File: src/rtl/acwc_pkg.sv
// ----------------------------------------------------------------------------
// acwc_pkg
// Types and constants shared by the alarm clock with countdown.
// ----------------------------------------------------------------------------
package acwc_pkg;

   localparam int HOUR_W  = 5;
   localparam int MS_W    = 6;
   localparam int KIND_W  = 3;
   localparam int CSR_IDX_W  = 1;
   localparam int CSR_DATA_W = 6;

   localparam logic [HOUR_W-1:0] MAX_HOUR = HOUR_W'(23);
   localparam logic [MS_W-1:0]   MAX_MS   = MS_W'(59);

   typedef enum logic [KIND_W-1:0] {
      KIND_TICK         = 3'd0,
      KIND_SET_TIME     = 3'd1,
      KIND_START_CD     = 3'd2,
      KIND_TOGGLE_ALARM = 3'd3,
      KIND_DISMISS_ALARM = 3'd4,
      KIND_DISMISS_CD   = 3'd5
   } kind_type;

   typedef enum logic [CSR_IDX_W-1:0] {
      CSR_ALARM_HOUR   = 1'b0,
      CSR_ALARM_MINUTE = 1'b1
   } csr_index_type;

   typedef struct packed {
      logic [KIND_W-1:0] kind;
      logic [HOUR_W-1:0] value_hour;
      logic [MS_W-1:0]   value_minute;
      logic [MS_W-1:0]   value_second;
   } req_type;

   typedef struct packed {
      logic [HOUR_W-1:0] now_hour;
      logic [MS_W-1:0]   now_minute;
      logic [MS_W-1:0]   now_second;
      logic              alarm_armed;
      logic              alarm_ringing;
      logic [HOUR_W-1:0] left_hour;
      logic [MS_W-1:0]   left_minute;
      logic [MS_W-1:0]   left_second;
      logic              countdown_running;
      logic              countdown_done;
   } rsp_type;

endpackage

File: src/rtl/acwc_req_if.sv
// ----------------------------------------------------------------------------
// acwc_req_if
// Request channel: one event beat with its time value.
// ----------------------------------------------------------------------------
interface acwc_req_if
   import acwc_pkg::*;
   ();
   logic              valid;
   logic              ready;
   logic [KIND_W-1:0] kind;
   logic [HOUR_W-1:0] value_hour;
   logic [MS_W-1:0]   value_minute;
   logic [MS_W-1:0]   value_second;

   modport source (output valid, kind, value_hour, value_minute, value_second,
                   input ready);
   modport sink   (input valid, kind, value_hour, value_minute, value_second,
                   output ready);
endinterface

File: src/rtl/acwc_rsp_if.sv
// ----------------------------------------------------------------------------
// acwc_rsp_if
// Response channel: full clock, alarm and countdown state after an event.
// ----------------------------------------------------------------------------
interface acwc_rsp_if
   import acwc_pkg::*;
   ();
   logic              valid;
   logic              ready;
   logic [HOUR_W-1:0] now_hour;
   logic [MS_W-1:0]   now_minute;
   logic [MS_W-1:0]   now_second;
   logic              alarm_armed;
   logic              alarm_ringing;
   logic [HOUR_W-1:0] left_hour;
   logic [MS_W-1:0]   left_minute;
   logic [MS_W-1:0]   left_second;
   logic              countdown_running;
   logic              countdown_done;

   modport source (output valid, now_hour, now_minute, now_second, alarm_armed,
                   alarm_ringing, left_hour, left_minute, left_second,
                   countdown_running, countdown_done,
                   input ready);
   modport sink   (input valid, now_hour, now_minute, now_second, alarm_armed,
                   alarm_ringing, left_hour, left_minute, left_second,
                   countdown_running, countdown_done,
                   output ready);
endinterface

File: src/rtl/alarm_clock_with_countdown.sv
// ----------------------------------------------------------------------------
// alarm_clock_with_countdown
// 24-hour clock with alarm and countdown timer, one event per beat.
//
//   channel   dir   handshake        payload
//   req_bus   in    valid / ready    kind, value_hour/minute/second
//   rsp_bus   out   valid / ready    clock, alarm flags, countdown, flags
//   csr_*     in    csr_we           csr_index, csr_wdata (alarm hour/minute)
//
// One beat per cycle sustained while rsp_bus.ready is high; the input register
// feeds the event update into the result register.
// Reset (synchronous) zeroes clock, countdown, flags and alarm registers.
// A stalled result holds; the input register still takes one more beat if it is empty.
// ----------------------------------------------------------------------------
module alarm_clock_with_countdown
   import acwc_pkg::*;
   (
   input  logic                  clock,
   input  logic                  reset,
   acwc_req_if.sink              req_bus,
   acwc_rsp_if.source            rsp_bus,
   input  logic                  csr_we,
   input  logic [CSR_IDX_W-1:0]  csr_index,
   input  logic [CSR_DATA_W-1:0] csr_wdata
   );

   logic              req_valid_ff;
   req_type           req_ff;
   logic              rsp_valid_ff;
   rsp_type           rsp_ff;
   rsp_type           state_ff;
   rsp_type           state_in;
   logic [HOUR_W-1:0] alarm_hour_ff;
   logic [MS_W-1:0]   alarm_minute_ff;
   logic              advance;
   logic              cd_zero;
   logic [HOUR_W-1:0] sat_hour;
   logic [MS_W-1:0]   sat_minute;
   logic [MS_W-1:0]   sat_second;

   assign advance       = !rsp_valid_ff || rsp_bus.ready;
   assign req_bus.ready = !req_valid_ff || advance;

   assign sat_hour   = (req_ff.value_hour > MAX_HOUR) ? MAX_HOUR : req_ff.value_hour;
   assign sat_minute = (req_ff.value_minute > MAX_MS) ? MAX_MS : req_ff.value_minute;
   assign sat_second = (req_ff.value_second > MAX_MS) ? MAX_MS : req_ff.value_second;

   always_comb begin
      state_in = state_ff;
      cd_zero  = 1'b0;
      case (kind_type'(req_ff.kind))
         KIND_TICK: begin
            if (state_ff.now_second == MAX_MS) begin
               state_in.now_second = '0;
               if (state_ff.now_minute == MAX_MS) begin
                  state_in.now_minute = '0;
                  state_in.now_hour = (state_ff.now_hour >= MAX_HOUR) ? '0
                                      : state_ff.now_hour + HOUR_W'(1);
               end else begin
                  state_in.now_minute = state_ff.now_minute + MS_W'(1);
               end
            end else begin
               state_in.now_second = state_ff.now_second + MS_W'(1);
            end
            if (state_ff.countdown_running) begin
               if (state_ff.left_second != '0) begin
                  state_in.left_second = state_ff.left_second - MS_W'(1);
               end else if (state_ff.left_minute != '0) begin
                  state_in.left_minute = state_ff.left_minute - MS_W'(1);
                  state_in.left_second = MAX_MS;
               end else if (state_ff.left_hour != '0) begin
                  state_in.left_hour   = state_ff.left_hour - HOUR_W'(1);
                  state_in.left_minute = MAX_MS;
                  state_in.left_second = MAX_MS;
               end
               cd_zero = (state_in.left_hour == '0) && (state_in.left_minute == '0)
                         && (state_in.left_second == '0);
            end
         end
         KIND_SET_TIME: begin
            state_in.now_hour   = sat_hour;
            state_in.now_minute = sat_minute;
            state_in.now_second = sat_second;
         end
         KIND_START_CD: begin
            state_in.left_hour         = sat_hour;
            state_in.left_minute       = sat_minute;
            state_in.left_second       = sat_second;
            state_in.countdown_running = 1'b1;
            state_in.countdown_done    = 1'b0;
            cd_zero = (sat_hour == '0) && (sat_minute == '0) && (sat_second == '0);
         end
         KIND_TOGGLE_ALARM: begin
            state_in.alarm_armed = !state_ff.alarm_armed;
         end
         KIND_DISMISS_ALARM: begin
            state_in.alarm_armed   = 1'b0;
            state_in.alarm_ringing = 1'b0;
         end
         KIND_DISMISS_CD: begin
            state_in.countdown_running = 1'b0;
            state_in.countdown_done    = 1'b0;
         end
         default: begin
         end
      endcase
      if (cd_zero) begin
         state_in.countdown_running = 1'b0;
         state_in.countdown_done    = 1'b1;
      end
      if (state_in.alarm_armed && (state_in.now_hour == alarm_hour_ff)
          && (state_in.now_minute == alarm_minute_ff)) begin
         state_in.alarm_ringing = 1'b1;
      end
   end

   always_ff @(posedge clock) begin
      if (reset) begin
         req_valid_ff    <= 1'b0;
         rsp_valid_ff    <= 1'b0;
         state_ff        <= '0;
         alarm_hour_ff   <= '0;
         alarm_minute_ff <= '0;
      end else begin
         if (req_bus.ready) begin
            req_valid_ff <= req_bus.valid;
         end
         if (advance) begin
            rsp_valid_ff <= req_valid_ff;
            if (req_valid_ff) begin
               state_ff <= state_in;
            end
         end
         if (csr_we) begin
            case (csr_index_type'(csr_index))
               CSR_ALARM_HOUR:   alarm_hour_ff   <= csr_wdata[HOUR_W-1:0];
               CSR_ALARM_MINUTE: alarm_minute_ff <= csr_wdata[MS_W-1:0];
               default: begin
               end
            endcase
         end
      end
   end

   // payload registers
   always_ff @(posedge clock) begin
      if (req_bus.ready && req_bus.valid) begin
         req_ff.kind         <= req_bus.kind;
         req_ff.value_hour   <= req_bus.value_hour;
         req_ff.value_minute <= req_bus.value_minute;
         req_ff.value_second <= req_bus.value_second;
      end
      if (advance && req_valid_ff) begin
         rsp_ff <= state_in;
      end
   end

   assign rsp_bus.valid             = rsp_valid_ff;
   assign rsp_bus.now_hour          = rsp_ff.now_hour;
   assign rsp_bus.now_minute        = rsp_ff.now_minute;
   assign rsp_bus.now_second        = rsp_ff.now_second;
   assign rsp_bus.alarm_armed       = rsp_ff.alarm_armed;
   assign rsp_bus.alarm_ringing     = rsp_ff.alarm_ringing;
   assign rsp_bus.left_hour         = rsp_ff.left_hour;
   assign rsp_bus.left_minute       = rsp_ff.left_minute;
   assign rsp_bus.left_second       = rsp_ff.left_second;
   assign rsp_bus.countdown_running = rsp_ff.countdown_running;
   assign rsp_bus.countdown_done    = rsp_ff.countdown_done;

endmodule

File: src/flat_wrapper.sv
// flat-port wrapper written by rule: the top's interface ports become plain ports
module alarm_clock_with_countdown_flat import acwc_pkg::*;
  (clock, reset, csr_we, csr_index, csr_wdata, req_bus_valid, req_bus_kind, req_bus_value_hour, req_bus_value_minute, req_bus_value_second, req_bus_ready, rsp_bus_valid, rsp_bus_now_hour, rsp_bus_now_minute, rsp_bus_now_second, rsp_bus_alarm_armed, rsp_bus_alarm_ringing, rsp_bus_left_hour, rsp_bus_left_minute, rsp_bus_left_second, rsp_bus_countdown_running, rsp_bus_countdown_done, rsp_bus_ready);
  acwc_req_if req_bus_i ();
  acwc_rsp_if rsp_bus_i ();
  input  logic clock;
  input  logic reset;
  input  logic csr_we;
  input  logic [CSR_IDX_W-1:0] csr_index;
  input  logic [CSR_DATA_W-1:0] csr_wdata;
  input wire logic [$bits(req_bus_i.valid)-1:0] req_bus_valid;
  input wire logic [$bits(req_bus_i.kind)-1:0] req_bus_kind;
  input wire logic [$bits(req_bus_i.value_hour)-1:0] req_bus_value_hour;
  input wire logic [$bits(req_bus_i.value_minute)-1:0] req_bus_value_minute;
  input wire logic [$bits(req_bus_i.value_second)-1:0] req_bus_value_second;
  output wire logic [$bits(req_bus_i.ready)-1:0] req_bus_ready;
  output wire logic [$bits(rsp_bus_i.valid)-1:0] rsp_bus_valid;
  output wire logic [$bits(rsp_bus_i.now_hour)-1:0] rsp_bus_now_hour;
  output wire logic [$bits(rsp_bus_i.now_minute)-1:0] rsp_bus_now_minute;
  output wire logic [$bits(rsp_bus_i.now_second)-1:0] rsp_bus_now_second;
  output wire logic [$bits(rsp_bus_i.alarm_armed)-1:0] rsp_bus_alarm_armed;
  output wire logic [$bits(rsp_bus_i.alarm_ringing)-1:0] rsp_bus_alarm_ringing;
  output wire logic [$bits(rsp_bus_i.left_hour)-1:0] rsp_bus_left_hour;
  output wire logic [$bits(rsp_bus_i.left_minute)-1:0] rsp_bus_left_minute;
  output wire logic [$bits(rsp_bus_i.left_second)-1:0] rsp_bus_left_second;
  output wire logic [$bits(rsp_bus_i.countdown_running)-1:0] rsp_bus_countdown_running;
  output wire logic [$bits(rsp_bus_i.countdown_done)-1:0] rsp_bus_countdown_done;
  input wire logic [$bits(rsp_bus_i.ready)-1:0] rsp_bus_ready;
  assign req_bus_i.valid = req_bus_valid;
  assign req_bus_i.kind = req_bus_kind;
  assign req_bus_i.value_hour = req_bus_value_hour;
  assign req_bus_i.value_minute = req_bus_value_minute;
  assign req_bus_i.value_second = req_bus_value_second;
  assign req_bus_ready = req_bus_i.ready;
  assign rsp_bus_valid = rsp_bus_i.valid;
  assign rsp_bus_now_hour = rsp_bus_i.now_hour;
  assign rsp_bus_now_minute = rsp_bus_i.now_minute;
  assign rsp_bus_now_second = rsp_bus_i.now_second;
  assign rsp_bus_alarm_armed = rsp_bus_i.alarm_armed;
  assign rsp_bus_alarm_ringing = rsp_bus_i.alarm_ringing;
  assign rsp_bus_left_hour = rsp_bus_i.left_hour;
  assign rsp_bus_left_minute = rsp_bus_i.left_minute;
  assign rsp_bus_left_second = rsp_bus_i.left_second;
  assign rsp_bus_countdown_running = rsp_bus_i.countdown_running;
  assign rsp_bus_countdown_done = rsp_bus_i.countdown_done;
  assign rsp_bus_i.ready = rsp_bus_ready;
  alarm_clock_with_countdown u_core (.clock(clock), .reset(reset), .req_bus(req_bus_i), .rsp_bus(rsp_bus_i), .csr_we(csr_we), .csr_index(csr_index), .csr_wdata(csr_wdata));
endmodule
File: config.mk
export PLATFORM = sky130hd
export DESIGN_NAME = alarm_clock_with_countdown_flat
export DESIGN_NICKNAME = d
export VERILOG_FILES = /design/src/rtl/acwc_pkg.sv /design/src/rtl/acwc_req_if.sv /design/src/rtl/acwc_rsp_if.sv /design/src/rtl/alarm_clock_with_countdown.sv /design/src/flat_wrapper.sv
export SDC_FILE = /design/constraint.sdc
export NUM_CORES = 1
export LEC_CHECK = 0
export BUFFER_PORTS_ARGS = -buffer_cell sky130_fd_sc_hd__buf_2
export CORE_ASPECT_RATIO = 1.1
export CORE_UTILIZATION = 59
export DETAILED_ROUTE_END_ITERATION = 10
export GPL_ROUTABILITY_DRIVEN = 0
export PLACE_DENSITY = 0.81
export SYNTH_ARGS = -nofsm -noshare
export SYNTH_HDL_FRONTEND = slang
export SYNTH_SLANG_ARGS = --single-unit
File: constraint.sdc
create_clock -name clock -period 3.7 [get_ports clock]
set_clock_uncertainty 0.05 [all_clocks]
set_input_delay 0.185 -clock clock [delete_from_list [all_inputs] [get_ports clock]]
set_output_delay 0.185 -clock clock [all_outputs]
set_load 0.01 [all_outputs]
==> metrics.txt, run 1 <==
number of buffers added by the clock tree synthesis step 9; Final Power 2.51 mW; CTS Root Buffer Type sky130_fd_sc_hd__clkbuf_8; post-cts repair resize count 0; Antenna Diode Count 0; number of global-route vias before repair approximately 5800; buffer depth of the longest clock path 2; Fillers 797; share of layout cells above drive strength 1 0.144; Buffers on Ports 71; reg-to-reg setup timing slack 0.66 ns; cell area after technology mapping 6140 um^2; Worst IR Drop VDD 295 uV; number of hold violations in the final report 0; number of nets produced by synthesis 737; Final WS setup between 0.6 and 0.7 ns; most area-consuming cells after synthesis sky130_fd_sc_hd__edfxtp_1, sky130_fd_sc_hd__dfxtp_1, sky130_fd_sc_hd__nand2_1; peak fanout along the critical path 15; number of nets with antenna violations after detailed routing 0; delay of the slowest cell on the worst path 0.63 ns; global-route total usage across every layer 0.336; slew of the pin with the lowest slew margin between 0.9 and 1 ns; DR WL/cell 19.6 um; initial drt markers 681; HP Class in2reg; Clock transition at path regs 0.10 ns; drc violations 0; Total Die Area 10800 um^2; cell type with the largest total area after synthesis sky130_fd_sc_hd__edfxtp_1; share of synthesized flip-flops with an asynchronous set or reset 0; launch instance of the worst min-delay path csr_wdata[4]; number of flops mapped to enable cells by yosys 58; pwr/cell area around 360 nW/um^2; die boundary height 109 um; leading cell type by number of instances after synthesis sky130_fd_sc_hd__nand2_1; most prevalent standard cell on the critical path sky130_fd_sc_hd__a2111oi_0; critical path, cell by cell or2_1 -> a2111oi_0 -> o32a_1 -> xor2_1 -> a2111oi_0 -> o2111ai_1 -> o32ai_1; min Tclk post-route 3.04 ns; data arrival time at the worst-slack endpoint 3.27 ns; kind of start point of the critical path register; final setup fails 0; Vias roughly 6000; beginning of the worst register-to-register path u_core.req_ff[18]$_DFFE_PP_; worst slew margin relative to its limit 0.376; total I/O pin count 72; Max Cap Violations 0; total number of yosys warnings 0; antenna violations before repair 0; Hold Crit Depth 3; Pre-Repair DR Iteration Count 9; prevailing post-synth register cell sky130_fd_sc_hd__edfxtp_1; Synth cell types 82; Worst Reg-to-Reg Cells 7; Synth top area share 0.284; post-detailed-route via-to-cell ratio between 6 and 7; total negative slack 0 ns; Post CTS Setup Buffer Count 0; relative area change from synthesis to final layout 12.9%; starting density of the core 0.615; run status complete, no violations; final worst-path cycle share 0.821; Buffers & Inverters on Critical Path 0; Max Clk Rate 329 MHz; Commonest cells post-synth sky130_fd_sc_hd__nand2_1, sky130_fd_sc_hd__nor2_1, sky130_fd_sc_hd__edfxtp_1; CTS tree done; flip-flop and latch count after synthesis around 110; critical path start-end classification reg2reg; number of cell rows 38; nature of the critical path endpoint register; endpoint of the lowest-slack register-to-register path u_core.state_ff[19]$_SDFFE_PP0P_; count of H-tree levels built during CTS 3; die width 99.3 um; maximum number of pins on one net before global-route repair 49; number of instances in the synthesized netlist ~700; setup repair after global routing missed its margin false; average cell area after synthesis slightly below 9 um^2; fraction of the yosys area taken by sequential cells 0.450; Core Box Area 9980 um^2; pre-CTS setup slack 0.758 ns; required time of the worst setup path between 3 and 4 ns; area of all sequential standard cells approximately 2800 um^2; global-route congestion overflow total 0; Crit path max-delay family compound AO/OA/AOI/OAI gates; master of the slowest instance on the critical path sky130_fd_sc_hd__edfxtp_1; global-route wire length before repair 28.1 mm; DPL Wire Length approximately 12 mm; final-report max-slew violation count 0; endpoint with the worst hold slack u_core.alarm_hour_ff[4]$_SDFFE_PP0P_; Multi-input gate area around 3100 um^2; leakage power roughly 2.6 nW; DRT Wirelength 17.5 mm; Net count, final 808; sink count of the clock tree 109; clock latency at the later pin of the worst-skew pair about 0.38 ns
power by group:
group / total [mW] / switching, mW / internal [mW]
clock network: 0.651 / 0.407 / 0.244
registers: 1.40 / 0.0676 / 1.34
logic: 0.458 / 0.276 / 0.182
layer usage:
layer,wire length (um),up-vias,share of wire,track usage
met3,1620,107,0.093,0.0660
met2,8500,408,0.49,0.573
li1,-,2742,-,-
met1,6230,2786,0.36,0.388
met4,1120,0,0.064,0.220
met5,0,-,0,0
cell usage in the layout, fill, tap and decap left out, types with 5 or more instances in the layout:
cell,synthesis,layout
sky130_fd_sc_hd__nand2_1,94,94
sky130_fd_sc_hd__buf_2,4,71
sky130_fd_sc_hd__nor2_1,64,64
sky130_fd_sc_hd__edfxtp_1,58,58
sky130_fd_sc_hd__a21oi_1,54,54
sky130_fd_sc_hd__dfxtp_1,51,51
sky130_fd_sc_hd__o21ai_0,32,32
sky130_fd_sc_hd__nand3_1,24,24
sky130_fd_sc_hd__inv_1,24,23
sky130_fd_sc_hd__dlygate4sd3_1,0,22
sky130_fd_sc_hd__nor3_1,18,18
sky130_fd_sc_hd__nand2b_1,13,13
sky130_fd_sc_hd__nor4_1,13,13
sky130_fd_sc_hd__and3_1,11,11
sky130_fd_sc_hd__nand4_1,11,11
sky130_fd_sc_hd__a211oi_1,11,11
sky130_fd_sc_hd__nor2b_1,10,10
sky130_fd_sc_hd__a31oi_1,10,10
sky130_fd_sc_hd__buf_4,0,10
sky130_fd_sc_hd__clkbuf_8,0,9
sky130_fd_sc_hd__mux2i_1,8,8
sky130_fd_sc_hd__ha_1,8,8
sky130_fd_sc_hd__or3_1,7,7
sky130_fd_sc_hd__o22ai_1,6,6
sky130_fd_sc_hd__and2_1,6,6
sky130_fd_sc_hd__o2111ai_1,5,5
sky130_fd_sc_hd__o211ai_1,5,5
sky130_fd_sc_hd__o32ai_1,5,5
worst reg2reg max path: stages (launching register included):
cell	delay (ns)
sky130_fd_sc_hd__edfxtp_1	0.63
sky130_fd_sc_hd__or2_1	0.49
sky130_fd_sc_hd__a2111oi_0	0.48
sky130_fd_sc_hd__o32a_1	0.31
sky130_fd_sc_hd__xor2_1	0.12
sky130_fd_sc_hd__a2111oi_0	0.40
sky130_fd_sc_hd__o2111ai_1	0.19
sky130_fd_sc_hd__o32ai_1	0.29
through the flow:
| stage | utilization | std cells | instance area (um^2) | hold WS, ns |
|---|---|---|---|---|
| 3_3_place_gp | 0.656 | 855 | 6550 | 0.312 |
| 2_1_floorplan | - | 697 | 6140 | 0.234 |
| 3_5_place_dp | 0.656 | 855 | 6550 | 0.313 |
| 5_1_grt | 0.694 | 893 | 6930 | 0.0152 |
| 4_1_cts | 0.694 | 893 | 6930 | 0.00420 |
| 6_report | 0.694 | 893 | 6930 | 0.0154 |
worst max-delay path by stage:
stage | start | endpoint | slack, ns | cells past startpoint
3_5_place_dp | u_core.req_ff[18]$_DFFE_PP_ | u_core.rsp_bus.alarm_ringing$_DFFE_PP_ | 0.76 | 7
4_1_cts | u_core.req_ff[18]$_DFFE_PP_ | u_core.rsp_bus.alarm_ringing$_DFFE_PP_ | 0.73 | 7
2_1_floorplan | u_core.state_ff[28]$_SDFFE_PP0P_ | u_core.rsp_bus.alarm_ringing$_DFFE_PP_ | 1.04 | 8
6_report | u_core.req_ff[18]$_DFFE_PP_ | u_core.state_ff[19]$_SDFFE_PP0P_ | 0.66 | 7
5_1_grt | u_core.req_ff[18]$_DFFE_PP_ | u_core.state_ff[19]$_SDFFE_PP0P_ | 0.38 | 7
3_3_place_gp | u_core.req_ff[18]$_DFFE_PP_ | u_core.rsp_bus.alarm_ringing$_DFFE_PP_ | 0.81 | 7
flip-flops by register name, summed over array words and instances (netlist names):
| register | count |
|---|---|
| u_core.rsp_bus.valid | 1 |
| u_core.alarm_hour_ff | 5 |
| u_core.rsp_bus.countdown_running | 1 |
| u_core.state_ff | 38 |
| u_core.rsp_bus.alarm_armed | 1 |
| u_core.rsp_bus.now_hour | 5 |
| u_core.alarm_minute_ff | 6 |
| u_core.rsp_bus.left_minute | 6 |
| u_core.rsp_bus.left_hour | 5 |
| u_core.rsp_bus.countdown_done | 1 |
| u_core.req_ff | 20 |
| u_core.rsp_bus.left_second | 6 |
| u_core.rsp_bus.now_minute | 6 |
| u_core.rsp_bus.alarm_ringing | 1 |
| u_core.rsp_bus.now_second | 6 |
| u_core.req_valid_ff | 1 |
timing repair:
action,in CTS,in global routing
hold endpoints to repair,22,0
hold buffers,22,0
setup endpoints to repair,0,0
cells by family after synthesis:
kind of cell | Yosys count | synth area share
multiplexers | 9 | 0.0149
XOR/XNOR | 6 | 0.00978
AO/OA/AOI/OAI | 189 | 0.207
adder cells (fa/ha/maj) | 8 | 0.0163
flip-flops | 109 | 0.450
AND/OR/NAND/NOR | 308 | 0.259
buffers and inverters | 68 | 0.0438
layout make-up:
cell class | count | share of cell area
Sequential cell | 109 | 0.398
Timing Repair Buffer | 103 | 0.0938
Tap cell | 120 | 0.0217
Clock buffer | 10 | 0.0184
Clock inverter | 6 | 0.00541
Multi-Input combinational cell | 520 | 0.449
Inverter | 25 | 0.0135
(Power assumes the default switching activity.)
==> run 2, diff against run 1 <==
- CORE_UTILIZATION: 59 -> 53
- PLACE_DENSITY: 0.81 -> 0.76
- clock period: 3.7 -> 2.6 ns (I/O delays scaled with it)
==> metrics.txt, run 2 (same netlist as run 1, synthesis figures left out) <==
run status complete, but fails checks; violated checks setup timing; peak fanout along the critical path 5 (-10); Placement Cell Area 7240 um^2 (+11%); CTS tree done; die width 105 um (+5.4%); kind of start point of the critical path register; final worst-path cycle share 1.07 (+0.249); total negative slack -0.328 ns (-0.328 ns); pwr/cell area 510 nW/um^2 (+41%); share of the core filled with cells 0.727 (+0.0322); number of hold violations in the final report 0 (unchanged); Combinational Power Share 0.213 (+0.031); final-report max-slew violation count 0 (unchanged); Worst Reg-to-Reg Cells 8 (+1); die boundary height 115 um (+5.4%); setup repair after global routing missed its margin true; DPL Wire Length 13.9 mm (+13%); Final WS setup -0.183 ns (-0.844 ns); maximum number of pins on one net before global-route repair 39 (-20%); Hold Crit Depth 4 (+1); max reg flops 38 (unchanged); Reg power frac 0.480 (-0.079); number of buffers added by the clock tree synthesis step 9 (unchanged); slew of the pin with the lowest slew margin 0.939 ns (+0.00177 ns); Internal Power 2.94 mW (+67%); final setup fails 2 (+2); Pre-Repair DR Iteration Count 8 (-1); total I/O pin count 72 (unchanged); share of layout cells above drive strength 1 0.277 (+0.133); number of nets with antenna violations after detailed routing 0 (unchanged); Final Power 4.12 mW (+64%); Vias 6637 (+9.8%); reg-to-reg setup timing slack -0.18 ns (-0.84 ns); count of H-tree levels built during CTS 3 (unchanged); pre-CTS setup slack -0.111 ns (-0.869 ns); min Tclk post-route 2.78 ns (-0.256 ns); DR WL/cell 20.0 um (+2.1%); most common library cell in the layout ignoring fill and taps sky130_fd_sc_hd__buf_4; sink count of the clock tree 109 (unchanged); global-route total usage across every layer 0.333 (-0.00289); HP Class in2reg; worst slew margin relative to its limit 0.374 (-0.00118); Switching Share 0.287 (-0.0120); initial drt markers 809 (+19%); Max Cap Violations 0 (unchanged); DRT Wirelength 20.4 mm (+17%); CTS Root Buffer Type sky130_fd_sc_hd__clkbuf_16; required time of the worst setup path 2.82 ns (-1.11 ns); number of cell rows 40 (+5.3%); relative area change from synthesis to final layout 31.4%; Buffers on Ports 71 (unchanged); Non-Filler Cell Area, Final 8070 um^2 (+16%); global-route wire length before repair 31.3 mm (+11%); drc violations 0 (unchanged); beginning of the worst register-to-register path u_core.req_ff[18]$_DFFE_PP_; endpoint with the worst hold slack u_core.rsp_bus.valid$_SDFFE_PP0P_; global-route congestion overflow total 0 (unchanged); data arrival time at the worst-slack endpoint 3.00 ns (-0.27 ns); Worst IR Drop VDD 392 uV (+33%); Top reg by flops u_core.state_ff; Core Box Area 11100 um^2 (+11%); Post-Layout Cell Count 1022 (+14%); buffer depth of the longest clock path 2 (unchanged); number of global-route vias before repair 6260 (+8.6%); Antenna Diode Count 0 (unchanged); antenna violations before repair 0 (unchanged); endpoint of the lowest-slack register-to-register path u_core.state_ff[19]$_SDFFE_PP0P_; most frequent cells in the layout sky130_fd_sc_hd__buf_4, sky130_fd_sc_hd__nand2_1, sky130_fd_sc_hd__buf_2; leakage power 3.25 nW (+23%); Worst Hold Margin 0.0273 ns (+0.0119 ns); Switching Power 1.18 mW (+57%); critical path start-end classification reg2reg; Clock transition at path regs 0.07 ns (-0.03 ns); clock network fraction of total power 0.307 (+0.048); biggest regs u_core.state_ff: 38 flops, u_core.req_ff: 20 flops; launch instance of the worst min-delay path rsp_bus_ready; clock latency at the later pin of the worst-skew pair 0.35 ns (-0.03 ns); Net count, final 911 (+13%); Max Clk Rate 359 MHz (+9.2%); nature of the critical path endpoint register; starting density of the core 0.553 (-0.0624); post-detailed-route via-to-cell ratio 6.49 (-4.0%); cell count after placement 966 (+13%); Total Die Area 12000 um^2 (+11%)
-- run 2: routing by layer --
metal | vias to the layer above | GRT usage | wire length [um]
met5 | - | 0 | 0
met4 | 0 | 0.212 | 1560
met3 | 162 | 0.0607 | 1930
met2 | 512 | 0.587 | 9810
met1 | 3011 | 0.377 | 7120
li1 | 2952 | - | -
-- run 2: worst max path at each step --
stage,from,to,slack [ns],cells after the start
3_3_place_gp,u_core.state_ff[22]$_SDFFE_PP0P_,u_core.rsp_bus.alarm_ringing$_DFFE_PP_,0.002,8
2_1_floorplan,u_core.state_ff[28]$_SDFFE_PP0P_,u_core.rsp_bus.alarm_ringing$_DFFE_PP_,0.0006,8
5_1_grt,u_core.req_ff[18]$_DFFE_PP_,u_core.state_ff[19]$_SDFFE_PP0P_,-0.30,8
6_report,u_core.req_ff[18]$_DFFE_PP_,u_core.state_ff[19]$_SDFFE_PP0P_,-0.18,8
4_1_cts,u_core.state_ff[27]$_SDFFE_PP0P_,u_core.state_ff[19]$_SDFFE_PP0P_,-0.008,10
3_5_place_dp,u_core.state_ff[27]$_SDFFE_PP0P_,u_core.rsp_bus.alarm_ringing$_DFFE_PP_,-0.11,8
-- run 2: critical path, cell delays in order (launching register included) --
cell                        delay (ns)
sky130_fd_sc_hd__edfxtp_1         0.44
sky130_fd_sc_hd__buf_6            0.16
sky130_fd_sc_hd__or2_4            0.27
sky130_fd_sc_hd__a2111oi_1        0.48
sky130_fd_sc_hd__o32a_1           0.30
sky130_fd_sc_hd__xor2_1           0.12
sky130_fd_sc_hd__a2111oi_2        0.35
sky130_fd_sc_hd__o2111ai_1        0.23
sky130_fd_sc_hd__o32ai_2          0.28
-- run 2: power groups by stage --
| stage | Clock [mW] | Sequential, mW | Combinational, mW |
|---|---|---|---|
| 3_3_place_gp | 0 | 2.00 | 0.726 |
| 3_5_place_dp | 0 | 2.01 | 0.743 |
| 6_report | 1.26 | 1.98 | 0.879 |
| 5_1_grt | 1.34 | 1.98 | 0.939 |
| 4_1_cts | 1.26 | 1.97 | 0.792 |
| 2_1_floorplan | 0 | 2.00 | 0.428 |
-- run 2: area by class of cell --
| cell class | count | area (um^2) |
|---|---|---|
| Multi-Input combinational cell | 520 | 3320 |
| Fill cell | 822 | 3040 |
| Sequential cell | 109 | 2770 |
| Timing Repair Buffer | 206 | 1450 |
| Clock buffer | 11 | 233 |
| Tap cell | 147 | 184 |
| Inverter | 25 | 93.8 |
| Clock inverter | 4 | 26.3 |
-- run 2: timing repair --
action                                  in CTS  in global routing
hold buffers                                27                  0
setup buffers                                5                  9
endpoints found under the setup margin       3                 13
gates resized for setup                     10                 37
pin swaps                                    5                 14
hold endpoints to repair                    31                  0
==> run 3, diff against run 2 <==
- CELL_PAD_IN_SITES_DETAIL_PLACEMENT: default -> 2
- CELL_PAD_IN_SITES_GLOBAL_PLACEMENT: default -> 2
- CORE_UTILIZATION: 53 -> 33
- PLACE_DENSITY: 0.76 -> default
- PLACE_DENSITY_LB_ADDON: default -> 0.1
==> metrics.txt, run 3 (same netlist as run 1, synthesis figures left out) <==
Vias 6699 (+0.93%); die boundary height 145 um (+26%); most common library cell in the layout ignoring fill and taps sky130_fd_sc_hd__buf_4; clock network fraction of total power 0.316 (+0.009); leakage power 3.46 nW (+6.6%); sink count of the clock tree 109 (unchanged); global-route congestion overflow total 0 (unchanged); HP Class in2reg; run status complete, but fails checks; global-route total usage across every layer 0.282 (-0.0518); number of global-route vias before repair 7267 (+16%); global-route wire length before repair 41.3 mm (+32%); DR WL/cell 24.8 um (+24%); total I/O pin count 72 (unchanged); worst slew margin relative to its limit 0.254 (-0.121); drc violations 0 (unchanged); Reg power frac 0.455 (-0.025); peak fanout along the critical path 7 (+2); Post-Layout Cell Count 1146 (+12%); critical path start-end classification reg2reg; Pre-Repair DR Iteration Count 4 (-4); final setup fails 2 (unchanged); final-report max-slew violation count 0 (unchanged); Worst Hold Margin 0.0466 ns (+0.0193 ns); CTS Root Buffer Type sky130_fd_sc_hd__clkbuf_16; count of H-tree levels built during CTS 3 (unchanged); final worst-path cycle share 1.06 (-0.00577); DRT Wirelength 28.4 mm (+39%); Combinational Power Share 0.229 (+0.016); number of nets with antenna violations after detailed routing 0 (unchanged); biggest regs u_core.state_ff: 38 flops, u_core.req_ff: 20 flops; pwr/cell area 511 nW/um^2 (+0.18%); slew of the pin with the lowest slew margin 1.12 ns (+0.181 ns); violated checks setup timing; Worst IR Drop VDD 297 uV (-24%); buffer depth of the longest clock path 2 (unchanged); setup repair after global routing missed its margin true; initial drt markers 326 (-60%); kind of start point of the critical path register; share of layout cells above drive strength 1 0.309 (+0.0321); Switching Power 1.32 mW (+12%); Internal Power 3.03 mW (+3.2%); met2 Use GR 0.531 (-0.0561); Core Box Area 17900 um^2 (+61%); min Tclk post-route 2.77 ns (-0.0150 ns); cell count after placement 1088 (+13%); Max Clk Rate 361 MHz (+0.54%); Switching Share 0.304 (+0.0175); starting density of the core 0.343 (-0.210); number of hold violations in the final report 0 (unchanged); met3 Use GR 0.0493 (-0.0114); Buffers on Ports 71 (unchanged); number of cell rows 51 (+28%); clock latency at the later pin of the worst-skew pair 0.36 ns (about the same); DPL Wire Length 19.8 mm (+42%); met1 demand-to-capacity share in global routing 0.293 (-0.0835); Top reg by flops u_core.state_ff; die width 132 um (+26%); most frequent cells in the layout sky130_fd_sc_hd__buf_4, sky130_fd_sc_hd__nand2_1, sky130_fd_sc_hd__buf_2; pre-CTS setup slack -0.208 ns (-0.0971 ns); number of buffers added by the clock tree synthesis step 9 (unchanged); Final WS setup -0.168 ns (+0.0150 ns); Net count, final 942 (+3.4%); required time of the worst setup path 2.75 ns (-0.07 ns); Clock transition at path regs 0.07 ns (about the same); total negative slack -0.229 ns (+0.0997 ns); nature of the critical path endpoint register; Non-Filler Cell Area, Final 8520 um^2 (+5.6%); antenna violations before repair 1 (+1); relative area change from synthesis to final layout 38.7%; CTS tree done; post-detailed-route via-to-cell ratio 5.85 (-10%); Placement Cell Area 7600 um^2 (+5.0%); data arrival time at the worst-slack endpoint 2.92 ns (-0.08 ns); maximum number of pins on one net before global-route repair 55 (+41%); max reg flops 38 (unchanged); Total Die Area 19200 um^2 (+59%); Max Cap Violations 0 (unchanged); global route hottest layer met2
-- run 3: per-layer routing --
layer / share of wire / vias up
li1: - / 3012
met1: 0.37 / 3378
met2: 0.54 / 204
met3: 0.037 / 105
met4: 0.059 / 0
met5: 0 / -
-- run 3: stage by stage --
stage	utilization	power, mW
2_1_floorplan	-	2.43
3_3_place_gp	0.424	2.83
3_5_place_dp	0.424	2.87
4_1_cts	0.462	4.30
5_1_grt	0.475	4.51
6_report	0.475	4.36
-- run 3: final cells by class --
| cell class | instances | area, um^2 |
|---|---|---|
| Fill cell | 1911 | 9410 |
| Multi-Input combinational cell | 520 | 3350 |
| Sequential cell | 109 | 2770 |
| Timing Repair Buffer | 237 | 1730 |
| Tap cell | 238 | 298 |
| Clock buffer | 10 | 239 |
| Inverter | 25 | 93.8 |
| Clock inverter | 6 | 46.3 |
| Antenna cell | 1 | 2.50 |
-- run 3: worst paths after layout --
kind                                                        startpoint                                endpoint  cells after the start  slack [ns]
worst max-delay path                       u_core.req_ff[19]$_DFFE_PP_  u_core.rsp_bus.alarm_ringing$_DFFE_PP_                      8       -0.17
worst min-delay path                                            csr_we  u_core.alarm_minute_ff[0]$_SDFFE_PP0P_                      3        0.05
worst max register to register             u_core.req_ff[19]$_DFFE_PP_  u_core.rsp_bus.alarm_ringing$_DFFE_PP_                      8       -0.17
worst min register to register  u_core.alarm_minute_ff[5]$_SDFFE_PP0P_  u_core.alarm_minute_ff[5]$_SDFFE_PP0P_                      2        0.47
-- run 3: critical path, stage by stage, from the launching register on --
cell                       delay [ns]
sky130_fd_sc_hd__edfxtp_1        0.57
sky130_fd_sc_hd__nor2_2          0.14
sky130_fd_sc_hd__buf_4           0.21
sky130_fd_sc_hd__a31oi_1         0.29
sky130_fd_sc_hd__o31a_1          0.26
sky130_fd_sc_hd__a21oi_1         0.14
sky130_fd_sc_hd__nand4b_1        0.23
sky130_fd_sc_hd__or4_4           0.55
sky130_fd_sc_hd__o31ai_2         0.17
-- run 3: power groups by stage --
| stage | clock, mW | combinational, mW | sequential (mW) |
|---|---|---|---|
| 3_5_place_dp | 0 | 0.856 | 2.01 |
| 6_report | 1.38 | 0.998 | 1.98 |
| 5_1_grt | 1.46 | 1.06 | 1.99 |
| 3_3_place_gp | 0 | 0.821 | 2.01 |
| 2_1_floorplan | 0 | 0.428 | 2.00 |
| 4_1_cts | 1.40 | 0.923 | 1.98 |
-- run 3: repair_timing --
action / in CTS / in global routing
endpoints found under the setup margin: 6 / 7
pin swaps: 4 / 12
setup buffers: 6 / 8
cloned: 0 / 1
gates resized for setup: 26 / 32
hold buffers: 27 / 0
hold endpoints to repair: 32 / 0
